### src/design/qjt_pkg.sv
// Shared constants and payload types for the quintic joint trajectory generator.
`timescale 1ns / 1ps
`default_nettype none

package qjt_pkg;

   localparam int JOINT_COUNT = 4;
   localparam int MAX_STEPS   = 64;
   localparam int ANGLE_W     = 16;
   localparam int CFG_W       = 7;

   localparam int STEP_W = $clog2(MAX_STEPS);
   localparam int DEN_W  = STEP_W;

   // Q1.16 time values, Q5.16 blend value, Q4.16 polynomial tail
   localparam int Q_FRAC = 16;
   localparam int Q_W    = Q_FRAC + 1;
   localparam int P_W    = Q_FRAC + 4;
   localparam int S_W    = Q_W + P_W - Q_FRAC;

   localparam int DIFF_W = ANGLE_W + 1;
   localparam int MUL_W  = ((DIFF_W > S_W) ? DIFF_W : S_W) + 1;
   localparam int PROD_W = 2 * MUL_W;

   localparam logic [CFG_W-1:0] STEP_COUNT_RESET = CFG_W'(50);
   localparam logic [CFG_W-1:0] STEP_COUNT_MIN   = CFG_W'(2);
   localparam logic [CFG_W-1:0] STEP_COUNT_MAX   = CFG_W'(MAX_STEPS);

   localparam logic [Q_W-1:0] Q_ONE = Q_W'(1) << Q_FRAC;

   // s(t) = 6t^5 - 15t^4 + 10t^3
   localparam int BLEND_C5 = 6;
   localparam int BLEND_C4 = 15;
   localparam int BLEND_C3 = 10;

   typedef struct packed {
      logic signed [ANGLE_W-1:0] start_angle_1;
      logic signed [ANGLE_W-1:0] start_angle_2;
      logic signed [ANGLE_W-1:0] start_angle_3;
      logic signed [ANGLE_W-1:0] start_angle_4;
      logic signed [ANGLE_W-1:0] goal_angle_1;
      logic signed [ANGLE_W-1:0] goal_angle_2;
      logic signed [ANGLE_W-1:0] goal_angle_3;
      logic signed [ANGLE_W-1:0] goal_angle_4;
   } req_payload_type;

   typedef struct packed {
      logic        [STEP_W-1:0]  step_index;
      logic signed [ANGLE_W-1:0] way_angle_1;
      logic signed [ANGLE_W-1:0] way_angle_2;
      logic signed [ANGLE_W-1:0] way_angle_3;
      logic signed [ANGLE_W-1:0] way_angle_4;
      logic                      last_point;
   } rsp_payload_type;

   typedef struct packed {
      logic             done;
      logic [Q_W-1:0]   quot;
      logic [DEN_W-1:0] rem;
   } div_result_type;

endpackage

`default_nettype wire

### src/design/qjt_div.sv
// Restoring divider: one over (step_count - 1) in Q1.16, one quotient bit per cycle.
`timescale 1ns / 1ps
`default_nettype none

module qjt_div (
   input  wire logic                      clock,
   input  wire logic                      reset,
   input  wire logic                      start,
   input  wire logic [qjt_pkg::DEN_W-1:0] divisor,
   output qjt_pkg::div_result_type        result
);
   import qjt_pkg::*;

   localparam int CNT_W = $clog2(Q_W);

   logic             busy_ff, busy_in;
   logic             done_ff, done_in;
   logic [CNT_W-1:0] cnt_ff, cnt_in;
   logic [Q_W-1:0]   quo_ff, quo_in;
   logic [DEN_W-1:0] rem_ff, rem_in;
   logic [DEN_W-1:0] dvs_ff, dvs_in;

   logic [DEN_W:0] trial;

   always_comb begin
      busy_in = busy_ff;
      done_in = 1'b0;
      cnt_in  = cnt_ff;
      quo_in  = quo_ff;
      rem_in  = rem_ff;
      dvs_in  = dvs_ff;
      trial   = {rem_ff, quo_ff[Q_W-1]};
      if (start) begin
         busy_in = 1'b1;
         cnt_in  = '0;
         quo_in  = Q_ONE;
         rem_in  = '0;
         dvs_in  = divisor;
      end else if (busy_ff) begin
         if (trial >= {1'b0, dvs_ff}) begin
            rem_in = DEN_W'(trial - {1'b0, dvs_ff});
            quo_in = {quo_ff[Q_W-2:0], 1'b1};
         end else begin
            rem_in = DEN_W'(trial);
            quo_in = {quo_ff[Q_W-2:0], 1'b0};
         end
         cnt_in = cnt_ff + CNT_W'(1);
         if (cnt_ff == CNT_W'(Q_W - 1)) begin
            busy_in = 1'b0;
            done_in = 1'b1;
         end
      end
   end

   always_ff @(posedge clock) begin
      if (reset) begin
         busy_ff <= 1'b0;
         done_ff <= 1'b0;
         cnt_ff  <= '0;
      end else begin
         busy_ff <= busy_in;
         done_ff <= done_in;
         cnt_ff  <= cnt_in;
      end
      quo_ff <= quo_in;
      rem_ff <= rem_in;
      dvs_ff <= dvs_in;
   end

   assign result.done = done_ff;
   assign result.quot = quo_ff;
   assign result.rem  = rem_ff;

endmodule

`default_nettype wire

### src/design/quintic_joint_trajectory_top.sv
// Quintic rest-to-rest joint trajectory generator, top level.
//
//   channel | ports                          | moves
//   --------+--------------------------------+--------------------------------------
//   req     | req_valid req_ready req_data   | start and goal angles, four joints
//   rsp     | rsp_valid rsp_ready rsp_data   | one way-point per item, step_count items
//   csr     | csr_valid csr_ready csr_wdata  | step_count, clamped to 2..64
//
// A request first runs the divider (17 quotient bits, then the done flag); each way-point then
// takes seven products through the one shared 22x22 multiplier, each followed by a rounding
// step, and a push step that hands the way-point to the output register. req_ready is high
// only between requests. The output register lets the next way-point be computed while the
// current one is stalled. Reset is synchronous and sets step_count to 50.
`timescale 1ns / 1ps
`default_nettype none

module quintic_joint_trajectory_top (
   input  wire logic                      clock,
   input  wire logic                      reset,
   input  wire logic                      req_valid,
   output      logic                      req_ready,
   input  wire qjt_pkg::req_payload_type  req_data,
   output      logic                      rsp_valid,
   input  wire logic                      rsp_ready,
   output qjt_pkg::rsp_payload_type       rsp_data,
   input  wire logic                      csr_valid,
   output      logic                      csr_ready,
   input  wire logic [qjt_pkg::CFG_W-1:0] csr_wdata
);
   import qjt_pkg::*;

   localparam logic [2:0] ST_IDLE = 3'd0;
   localparam logic [2:0] ST_DIV  = 3'd1;
   localparam logic [2:0] ST_MUL  = 3'd2;
   localparam logic [2:0] ST_POST = 3'd3;
   localparam logic [2:0] ST_PUSH = 3'd4;

   localparam int OP_W   = $clog2(3 + JOINT_COUNT);
   localparam int JIDX_W = $clog2(JOINT_COUNT);
   localparam logic [OP_W-1:0] OP_SQ    = OP_W'(0);
   localparam logic [OP_W-1:0] OP_CUBE  = OP_W'(1);
   localparam logic [OP_W-1:0] OP_BLEND = OP_W'(2);
   localparam logic [OP_W-1:0] OP_JOINT = OP_W'(3);
   localparam logic [OP_W-1:0] OP_LAST  = OP_W'(3 + JOINT_COUNT - 1);

   localparam int RND_W = PROD_W - Q_FRAC;
   localparam int SUM_W = RND_W + 1;
   localparam logic signed [PROD_W-1:0] RND_HALF = PROD_W'(1) <<< (Q_FRAC - 1);
   localparam logic signed [SUM_W-1:0]  ANGLE_HI = SUM_W'((1 << (ANGLE_W - 1)) - 1);
   localparam logic signed [SUM_W-1:0]  ANGLE_LO = -(SUM_W'(1) <<< (ANGLE_W - 1));

   logic [2:0]             state_ff, state_in;
   logic [OP_W-1:0]        op_ff, op_in;
   logic [STEP_W-1:0]      step_ff, step_in;
   logic [DEN_W-1:0]       den_ff, den_in;
   logic [CFG_W-1:0]       step_count_ff, step_count_in;
   logic [Q_W-1:0]         t_ff, t_in;
   logic [Q_W-1:0]         q0_ff, q0_in;
   logic [DEN_W-1:0]       r0_ff, r0_in;
   logic [DEN_W-1:0]       racc_ff, racc_in;
   logic [Q_W-1:0]         t2_ff, t2_in;
   logic [Q_W-1:0]         t3_ff, t3_in;
   logic [P_W-1:0]         p_ff, p_in;
   logic [S_W-1:0]         s_ff, s_in;
   logic signed [PROD_W-1:0] prod_ff, prod_in;
   logic signed [ANGLE_W-1:0] start_ff [JOINT_COUNT];
   logic signed [ANGLE_W-1:0] start_in [JOINT_COUNT];
   logic signed [DIFF_W-1:0]  diff_ff [JOINT_COUNT];
   logic signed [DIFF_W-1:0]  diff_in [JOINT_COUNT];
   logic signed [ANGLE_W-1:0] way_ff [JOINT_COUNT];
   logic signed [ANGLE_W-1:0] way_in [JOINT_COUNT];
   logic                   rsp_valid_ff, rsp_valid_in;
   rsp_payload_type        rsp_data_ff, rsp_data_in;

   logic signed [ANGLE_W-1:0] req_start [JOINT_COUNT];
   logic signed [ANGLE_W-1:0] req_goal [JOINT_COUNT];
   logic                   div_start;
   div_result_type         div_res;
   logic [JIDX_W-1:0]      jidx;
   logic signed [MUL_W-1:0] mul_a, mul_b;
   logic signed [PROD_W-1:0] prod_rnd;
   logic signed [SUM_W-1:0] way_sum;
   logic [P_W:0]           p_full;
   logic [DEN_W:0]         r_sum;
   logic                   r_wrap;

   assign req_start[0] = req_data.start_angle_1;
   assign req_start[1] = req_data.start_angle_2;
   assign req_start[2] = req_data.start_angle_3;
   assign req_start[3] = req_data.start_angle_4;
   assign req_goal[0]  = req_data.goal_angle_1;
   assign req_goal[1]  = req_data.goal_angle_2;
   assign req_goal[2]  = req_data.goal_angle_3;
   assign req_goal[3]  = req_data.goal_angle_4;

   qjt_div u_div (
      .clock   (clock),
      .reset   (reset),
      .start   (div_start),
      .divisor (DEN_W'(step_count_ff - CFG_W'(1))),
      .result  (div_res)
   );

   assign jidx = JIDX_W'(op_ff - OP_JOINT);

   // shared multiplier operand select
   always_comb begin
      case (op_ff)
         OP_SQ: begin
            mul_a = MUL_W'(t_ff);
            mul_b = MUL_W'(t_ff);
         end
         OP_CUBE: begin
            mul_a = MUL_W'(t2_ff);
            mul_b = MUL_W'(t_ff);
         end
         OP_BLEND: begin
            mul_a = MUL_W'(t3_ff);
            mul_b = MUL_W'(p_ff);
         end
         default: begin
            mul_a = MUL_W'(diff_ff[jidx]);
            mul_b = MUL_W'(s_ff);
         end
      endcase
   end

   assign prod_rnd = prod_ff + RND_HALF;
   assign way_sum  = SUM_W'(start_ff[jidx]) + SUM_W'($signed(prod_rnd[PROD_W-1:Q_FRAC]));
   assign p_full   = (P_W+1)'(BLEND_C5) * (P_W+1)'(t2_ff)
                   + ((P_W+1)'(BLEND_C3) << Q_FRAC)
                   - (P_W+1)'(BLEND_C4) * (P_W+1)'(t_ff);
   assign r_sum    = (DEN_W+1)'(racc_ff) + (DEN_W+1)'(r0_ff);
   assign r_wrap   = r_sum >= {1'b0, den_ff};

   always_comb begin
      state_in      = state_ff;
      op_in         = op_ff;
      step_in       = step_ff;
      den_in        = den_ff;
      step_count_in = step_count_ff;
      t_in          = t_ff;
      q0_in         = q0_ff;
      r0_in         = r0_ff;
      racc_in       = racc_ff;
      t2_in         = t2_ff;
      t3_in         = t3_ff;
      p_in          = p_ff;
      s_in          = s_ff;
      prod_in       = prod_ff;
      start_in      = start_ff;
      diff_in       = diff_ff;
      way_in        = way_ff;
      rsp_valid_in  = rsp_valid_ff;
      rsp_data_in   = rsp_data_ff;
      div_start     = 1'b0;

      if (csr_valid) begin
         if (csr_wdata < STEP_COUNT_MIN) begin
            step_count_in = STEP_COUNT_MIN;
         end else if (csr_wdata > STEP_COUNT_MAX) begin
            step_count_in = STEP_COUNT_MAX;
         end else begin
            step_count_in = csr_wdata;
         end
      end

      if (rsp_valid_ff && rsp_ready) begin
         rsp_valid_in = 1'b0;
      end

      case (state_ff)
         ST_IDLE: begin
            if (req_valid) begin
               for (int j = 0; j < JOINT_COUNT; j++) begin
                  start_in[j] = req_start[j];
                  diff_in[j]  = DIFF_W'(req_goal[j]) - DIFF_W'(req_start[j]);
               end
               den_in    = DEN_W'(step_count_ff - CFG_W'(1));
               step_in   = '0;
               t_in      = '0;
               racc_in   = '0;
               div_start = 1'b1;
               state_in  = ST_DIV;
            end
         end
         ST_DIV: begin
            if (div_res.done) begin
               q0_in    = div_res.quot;
               r0_in    = div_res.rem;
               op_in    = OP_SQ;
               state_in = ST_MUL;
            end
         end
         ST_MUL: begin
            prod_in  = mul_a * mul_b;
            state_in = ST_POST;
         end
         ST_POST: begin
            case (op_ff)
               OP_SQ: begin
                  t2_in = prod_rnd[Q_FRAC +: Q_W];
               end
               OP_CUBE: begin
                  t3_in = prod_rnd[Q_FRAC +: Q_W];
                  p_in  = p_full[P_W-1:0];
               end
               OP_BLEND: begin
                  s_in = prod_rnd[Q_FRAC +: S_W];
               end
               default: begin
                  if (way_sum > ANGLE_HI) begin
                     way_in[jidx] = ANGLE_HI[ANGLE_W-1:0];
                  end else if (way_sum < ANGLE_LO) begin
                     way_in[jidx] = ANGLE_LO[ANGLE_W-1:0];
                  end else begin
                     way_in[jidx] = way_sum[ANGLE_W-1:0];
                  end
               end
            endcase
            if (op_ff == OP_LAST) begin
               state_in = ST_PUSH;
            end else begin
               op_in    = op_ff + OP_W'(1);
               state_in = ST_MUL;
            end
         end
         ST_PUSH: begin
            if (!rsp_valid_ff || rsp_ready) begin
               rsp_valid_in            = 1'b1;
               rsp_data_in.step_index  = step_ff;
               rsp_data_in.way_angle_1 = way_ff[0];
               rsp_data_in.way_angle_2 = way_ff[1];
               rsp_data_in.way_angle_3 = way_ff[2];
               rsp_data_in.way_angle_4 = way_ff[3];
               rsp_data_in.last_point  = (step_ff == den_ff);
               if (step_ff == den_ff) begin
                  state_in = ST_IDLE;
               end else begin
                  // t steps by q0 plus a carry from the running remainder
                  step_in  = step_ff + STEP_W'(1);
                  t_in     = t_ff + q0_ff + Q_W'(r_wrap);
                  racc_in  = r_wrap ? DEN_W'(r_sum - {1'b0, den_ff}) : DEN_W'(r_sum);
                  op_in    = OP_SQ;
                  state_in = ST_MUL;
               end
            end
         end
         default: begin
            state_in = ST_IDLE;
         end
      endcase
   end

   always_ff @(posedge clock) begin
      if (reset) begin
         state_ff      <= ST_IDLE;
         op_ff         <= OP_SQ;
         step_ff       <= '0;
         step_count_ff <= STEP_COUNT_RESET;
         rsp_valid_ff  <= 1'b0;
      end else begin
         state_ff      <= state_in;
         op_ff         <= op_in;
         step_ff       <= step_in;
         step_count_ff <= step_count_in;
         rsp_valid_ff  <= rsp_valid_in;
      end
      den_ff      <= den_in;
      t_ff        <= t_in;
      q0_ff       <= q0_in;
      r0_ff       <= r0_in;
      racc_ff     <= racc_in;
      t2_ff       <= t2_in;
      t3_ff       <= t3_in;
      p_ff        <= p_in;
      s_ff        <= s_in;
      prod_ff     <= prod_in;
      start_ff    <= start_in;
      diff_ff     <= diff_in;
      way_ff      <= way_in;
      rsp_data_ff <= rsp_data_in;
   end

   assign req_ready = (state_ff == ST_IDLE);
   assign csr_ready = 1'b1;
   assign rsp_valid = rsp_valid_ff;
   assign rsp_data  = rsp_data_ff;

endmodule

`default_nettype wire

### config.mk
export PLATFORM = sky130hd
export DESIGN_NAME = quintic_joint_trajectory_top
export DESIGN_NICKNAME = d
export VERILOG_FILES = /design/src/design/qjt_pkg.sv /design/src/design/qjt_div.sv /design/src/design/quintic_joint_trajectory_top.sv
export SDC_FILE = /design/constraint.sdc
export NUM_CORES = 2
export LEC_CHECK = 0
export BUFFER_PORTS_ARGS = -buffer_cell sky130_fd_sc_hd__buf_4
export CORE_ASPECT_RATIO = 0.8
export CORE_MARGIN = 4
export CORE_UTILIZATION = 56
export CTS_CLUSTER_DIAMETER = 150
export CTS_CLUSTER_SIZE = 16
export DETAILED_ROUTE_END_ITERATION = 8
export MAX_ROUTING_LAYER = met4
export PLACE_DENSITY = 0.85
export SYNTH_ARGS = -nofsm -noshare
export SYNTH_HDL_FRONTEND = slang
export SYNTH_HIERARCHICAL = 1
export SYNTH_SLANG_ARGS = --single-unit
### constraint.sdc
create_clock -name clock -period 12.55 [get_ports clock]
set_input_delay 0.6275 -clock clock [delete_from_list [all_inputs] [get_ports clock]]
set_output_delay 0.6275 -clock clock [all_outputs]
set_load 0.05 [all_outputs]
[After elaboration in Yosys (flattened, before gate mapping)]
Cells that the tools add are included.
Storage, ports and cells
  register bits: 493
  bits in latches: 0
  memory bits (writable): 0
  memory bits (read-only): 0
  input bits: 140
  output and inout bits: 74
  logic and storage cells: 162
  memories kept: 0
Operators by class
  add/subtract/negate cells: 18
  multipliers: 3
  div/mod/pow operators: 0
  $lt $le $gt $ge: 8
  equal/unequal tests: 14
  shifts and indexed selects: 0
  mux-type cells: 49
  bitwise logic cells: 9
  reduce and logical (&&, ||, !) cells: 22
Operators by type and width (count)
  $mux W64: 2
  $mux W17: 5
  $sub A16 B16 Y17: 4
  $pmux W22 S3: 1
  $bwmux W64: 1
  $and A60 B60 Y60: 1
  $not A60 Y60: 1
  $or A60 B60 Y60: 1
  $mux W6: 9
  $mux W16: 3
  $add A44 B17 Y44 const B: 1
  $mul A22 B22 Y44: 1
  $pmux W21 S2: 1
  $bmux W17 S2: 1
  $pmux W17 S2: 1
  $bmux W16 S2: 1
  $demux W16 S2: 1
  $add A16 B28 Y29: 1
  $gt A29 B16 Y1 const B: 1
  $lt A29 B16 Y1 const B: 1
  $mux W3: 8
  $pmux W6 S2: 2
  $add A20 B20 Y20 const B: 1
  $mul A4 B17 Y20 const A: 1
  44 further kinds: 73

[Logic depth before layout (Yosys ltp)]
  depth in word-level cells: 10
  depth in mapped cells: 38
  depth with buffers taken out: 33

[Modules after synthesis]
Netlist, hierarchy kept.
Modules (own cells, without submodules)
  quintic_joint_trajectory_top: times used 1, cells an instance 3687, area each 39963.3 um2, sequential area each 13082.5 um2
  qjt_div: times used 1, cells an instance 167, area each 1662.8 um2, sequential area each 780.7 um2

[Least setup slack after synthesis]
OpenSTA, ideal clock, no wires.
  kind: flip-flop to flip-flop
  start: reg op_ff[0]
  end: reg prod_ff[42], data pin
  library setup time: 0.260 ns
  arrival time: 9.822 ns
  required time: 12.290 ns
  setup slack: 2.469 ns
  stages on the path, launching flop included: 36
  buffers on the path: 5
  clock period less this slack: 10.081 ns
  path through: dfxtp_1 -> buf_2 -> buf_1 -> clkbuf_1 -> inv_1 -> ha_1 -> clkbuf_1 -> clkbuf_1 -> mux4_2 -> a221oi_1 -> nor2_1 -> fa_1 -> fa_1 -> inv_1 -> fa_1 -> inv_1 -> fa_1 -> inv_1 -> fa_1 -> inv_1 -> fa_1 -> inv_1 -> fa_1 -> inv_1 -> ha_1 -> a21o_1 -> a21o_1 -> a21oi_1 -> o21ai_0 -> a32oi_1 -> o21ai_2 -> a31oi_1 -> o21ai_1 -> a21o_1 -> a221oi_2 -> xnor2_1
Between the ends
  cells in the longest elaborated chain, start to end: 7
  elaborated cells between the ends (all ways): 12
  those cells by class: add/sub: 1; mul: 1; eq/ne: 2; mux: 5; bitwise: 1; reduce/logical: 2
Ends and longest elaborated chain
  start, declared: line quintic_joint_trajectory_top.sv:53  | logic [OP_W-1:0] op_ff, op_in;
  start signal, assigned: line quintic_joint_trajectory_top.sv:264  | op_ff <= op_in;
  $sub A2 B2 Y2: line quintic_joint_trajectory_top.sv:104  | assign jidx = JIDX_W'(op_ff - OP_JOINT);
  $not A2 Y3 (not written as such): line quintic_joint_trajectory_top.sv:122  | mul_a = MUL_W'(diff_ff[jidx]);
  $bmux W17 S2: line quintic_joint_trajectory_top.sv:122
  $mux W17 (not written as such) (2 in a row): line quintic_joint_trajectory_top.sv:122
  $pmux W22 S3: line quintic_joint_trajectory_top.sv:108  | case (op_ff)
  $mul A22 B22 Y44 (*): line quintic_joint_trajectory_top.sv:196  | prod_in = mul_a * mul_b;
  end signal, assigned: line quintic_joint_trajectory_top.sv:278  | prod_ff <= prod_in;
  end, declared: line quintic_joint_trajectory_top.sv:65  | logic signed [PROD_W-1:0] prod_ff, prod_in;
Every way passes the cells marked *; elsewhere a longest branch is shown, timed or not. The select of a mux whose other input is x is not followed.
A chain may end at the register's enable or synchronous reset.

[Worst setup path after layout]
  start: reg op_ff[1]
  end: reg prod_ff[43], data pin
The elaborated chain is that of the path after synthesis.

==> impl_metrics.toml <==
[status]
status = "complete, no violations"

[final_layout]
final_core_util_pct = 61.5
syn2layout_area_growth_pct = 9.00
layout-drive-gt1-share_pct = 10.2
layout_commonest_cell = "inv_1"
fin_nets = 4961
layout_common_cells = "656 x inv_1, 474 x fa_1, 429 x edfxtp_1"

[synthesis]
synth_edf_count = 429
synth_seq_cells = 478
syn_nets = 4774
async_reset_ff_share_pct = 0
syn_avg_cell_area_um2 = 10.8
synth-compound-area-share_pct = 10.5
synth.mux.area_fraction_pct = 2.40
synth_cell_types = 101
synth_fa_ha_area_share_pct = 32.0
synthFlopType = "edfxtp_1"
synth_top_family_by_area = "adder cells"
syn_area_um2 = 41600
ys_seq_area_share_pct = 33.3
synth_xor_area_share_pct = 3.82
synth_simple_gate_area_share_pct = 10.7
yosys_warnings = 6
syn_inst = 3854

[global_route]
grt_max_degree = 76
grt_pass1_vias = 31000
grt_usage_pct = 28.7
grt_first_pass_wirelength_mm = 172
overflow = 0
antenna_found_initial = 6

[critical_path]
required_ps = 12850
cp_slowest_stage_delay_ps = 870
cp_data_arrival_time_ps = 10270
critPathMostFrequentCell = "fa_1"
cp-end-kind = "flop"
crit_slowest_cell = "ha_1"
path_max_fanout = 19
cp-start-kind = "flop"
criticalPathCategory = "flop to flop"

[pwr]
ir_drop_uv = 252
p_leak_nw = 20.3
power_density_nw_per_um2 = 120
power_mw = 5.46

[timing]
worst_pin_slew_ps = 1120
slew_violations = 0
rsz0062_at_grt = "false"
finalSetupTns_ps = 0
setup_ws_ps = 2580
fin_skew_ps = 26.6
finalSetupViolCount = 0
min_period_ps = 9970
maxSlewHeadroom_pct = 24.7
max_freq_mhz = 100
hold_violations = 0
fin_crit_sh_pct = 79.5

[route]
wire_per_inst_um = 21.5
first_pass_iters = 6
vias = 30200
totalWireLength_mm = 109
antenna_left = 0
drc = 0
viasPerCell = 5.97
drtIter0Drc = 3018

[clocking]
insertion_delay_ps = 550
clk_pin_slew_ps = 90
htreeDepth = 2
post_cts_buffers = 0
hold_buffers = 0
cts_resized = 0
cts.sinks = 478
numCtsBuffers = 35
cts-root-buf = "clkbuf_16"
cts.path.max_buffers = 3
cts_tree = "yes"

[place]
dp_hpwl_mm = 86.0
gp_congestion = 1.01
portBuffers = 212
pre_cts_ws_ps = 2670

[floorplanning]
coreArea_um2 = 73700
start_util_pct = 56.5
ios = 214
num_rows = 89
fp.dieH_um = 252
die_area_um2 = 78800
die_w_um = 313

[min_path]
hold_path_class = "primary input to flop"

[job]
drv_cap = 0
==> worst max-delay path: cells and delay by family, from the launching register on <==
kind | cells | cell delay (ps)
fa+ha+maj | 9 | 4810
mux | 1 | 480
xor+xnor | 1 | 160
compound gates | 5 | 1260
buf+inv | 5 | 840
flops | 1 | 400
simple gates | 7 | 1750
==> worst paths after layout <==
| path | start | end | slack, ps | depth (start not counted) |
|---|---|---|---|---|
| worst max-delay path | op_ff[1] | prod_ff[43] | 2580 | 28 |
| worst min-delay path | req_data[92] | start_ff[28] | 260 | 1 |
| worst max register to register | op_ff[1] | prod_ff[43] | 2580 | 28 |
| worst min register to register | u_div/quo_ff[16] | q0_ff[16] | 430 | 0 |
==> cells by family after synthesis <==
kind of cell / after synthesis
buffers and inverters: 770
other: 1
XOR/XNOR: 179
AND/OR/NAND/NOR: 981
flip-flops: 478
multiplexers: 58
AO/OA/AOI/OAI: 607
adder cells (fa/ha/maj): 780
==> stage by stage <==
| stage | area [um2] | hold slack (ps) | std cells |
|---|---|---|---|
| floorplan | 41600 | 408 | 3854 |
| global placement | 44400 | 414 | 5005 |
| detailed placement | 44400 | 413 | 5005 |
| CTS | 45400 | 245 | 5055 |
| global route | 45400 | 242 | 5061 |
| finish | 45400 | 257 | 5061 |
==> synthesized netlist by cell type, types with 49 or more instances <==
master | instances | area, um2
inv_1 | 656 | 2460
fa_1 | 474 | 9490
edfxtp_1 | 429 | 12900
nor2_1 | 385 | 1450
ha_1 | 306 | 3830
nand2_1 | 276 | 1040
a21oi_1 | 145 | 726
xnor2_1 | 122 | 1070
clkbuf_1 | 85 | 319
o21ai_0 | 82 | 410
a22o_1 | 75 | 657
a21o_1 | 56 | 420
xor2_1 | 55 | 482
nand3_1 | 53 | 265
nor3_1 | 52 | 260
dfxtp_1 | 49 | 981
==> per-layer routing <==
| layer | wire [um] | GRT usage [%] | up-vias |
|---|---|---|---|
| met5 | 0 | - | - |
| met4 | 3840 | 8.29 | 0 |
| met3 | 13700 | 7.62 | 257 |
| met2 | 48700 | 43.3 | 1858 |
| met1 | 42500 | 38.5 | 14800 |
| li1 | - | - | 13300 |
==> state kept, by name (all words and copies together), names as in the netlist, 17 cells and up <==
name,count
way_ff,64
s_ff,21
u_div/quo_ff,17
q0_ff,17
p_ff,20
prod_ff,29
t_ff,17
rsp_data,71
t2_ff,17
t3_ff,17
start_ff,64
diff_ff,68
==> power breakdown <==
group	leakage, nW	internal, mW	switching, mW
clock	0.461	0.515	0.538
combinational	15.5	0.919	1.59
sequential	4.37	1.87	0.0320
total	20.3	3.30	2.16
==> cell type report <==
type,count,area (um2)
clock inverters,3,36.3
clock buffers,47,921
well taps,1001,1250
inverters,656,2460
fillers,5734,28300
flip-flops and latches,478,13900
diodes,6,15.0
repair buffers,264,1980
multi-input cells,2606,24800
Power figures use the tool's default switching activity.
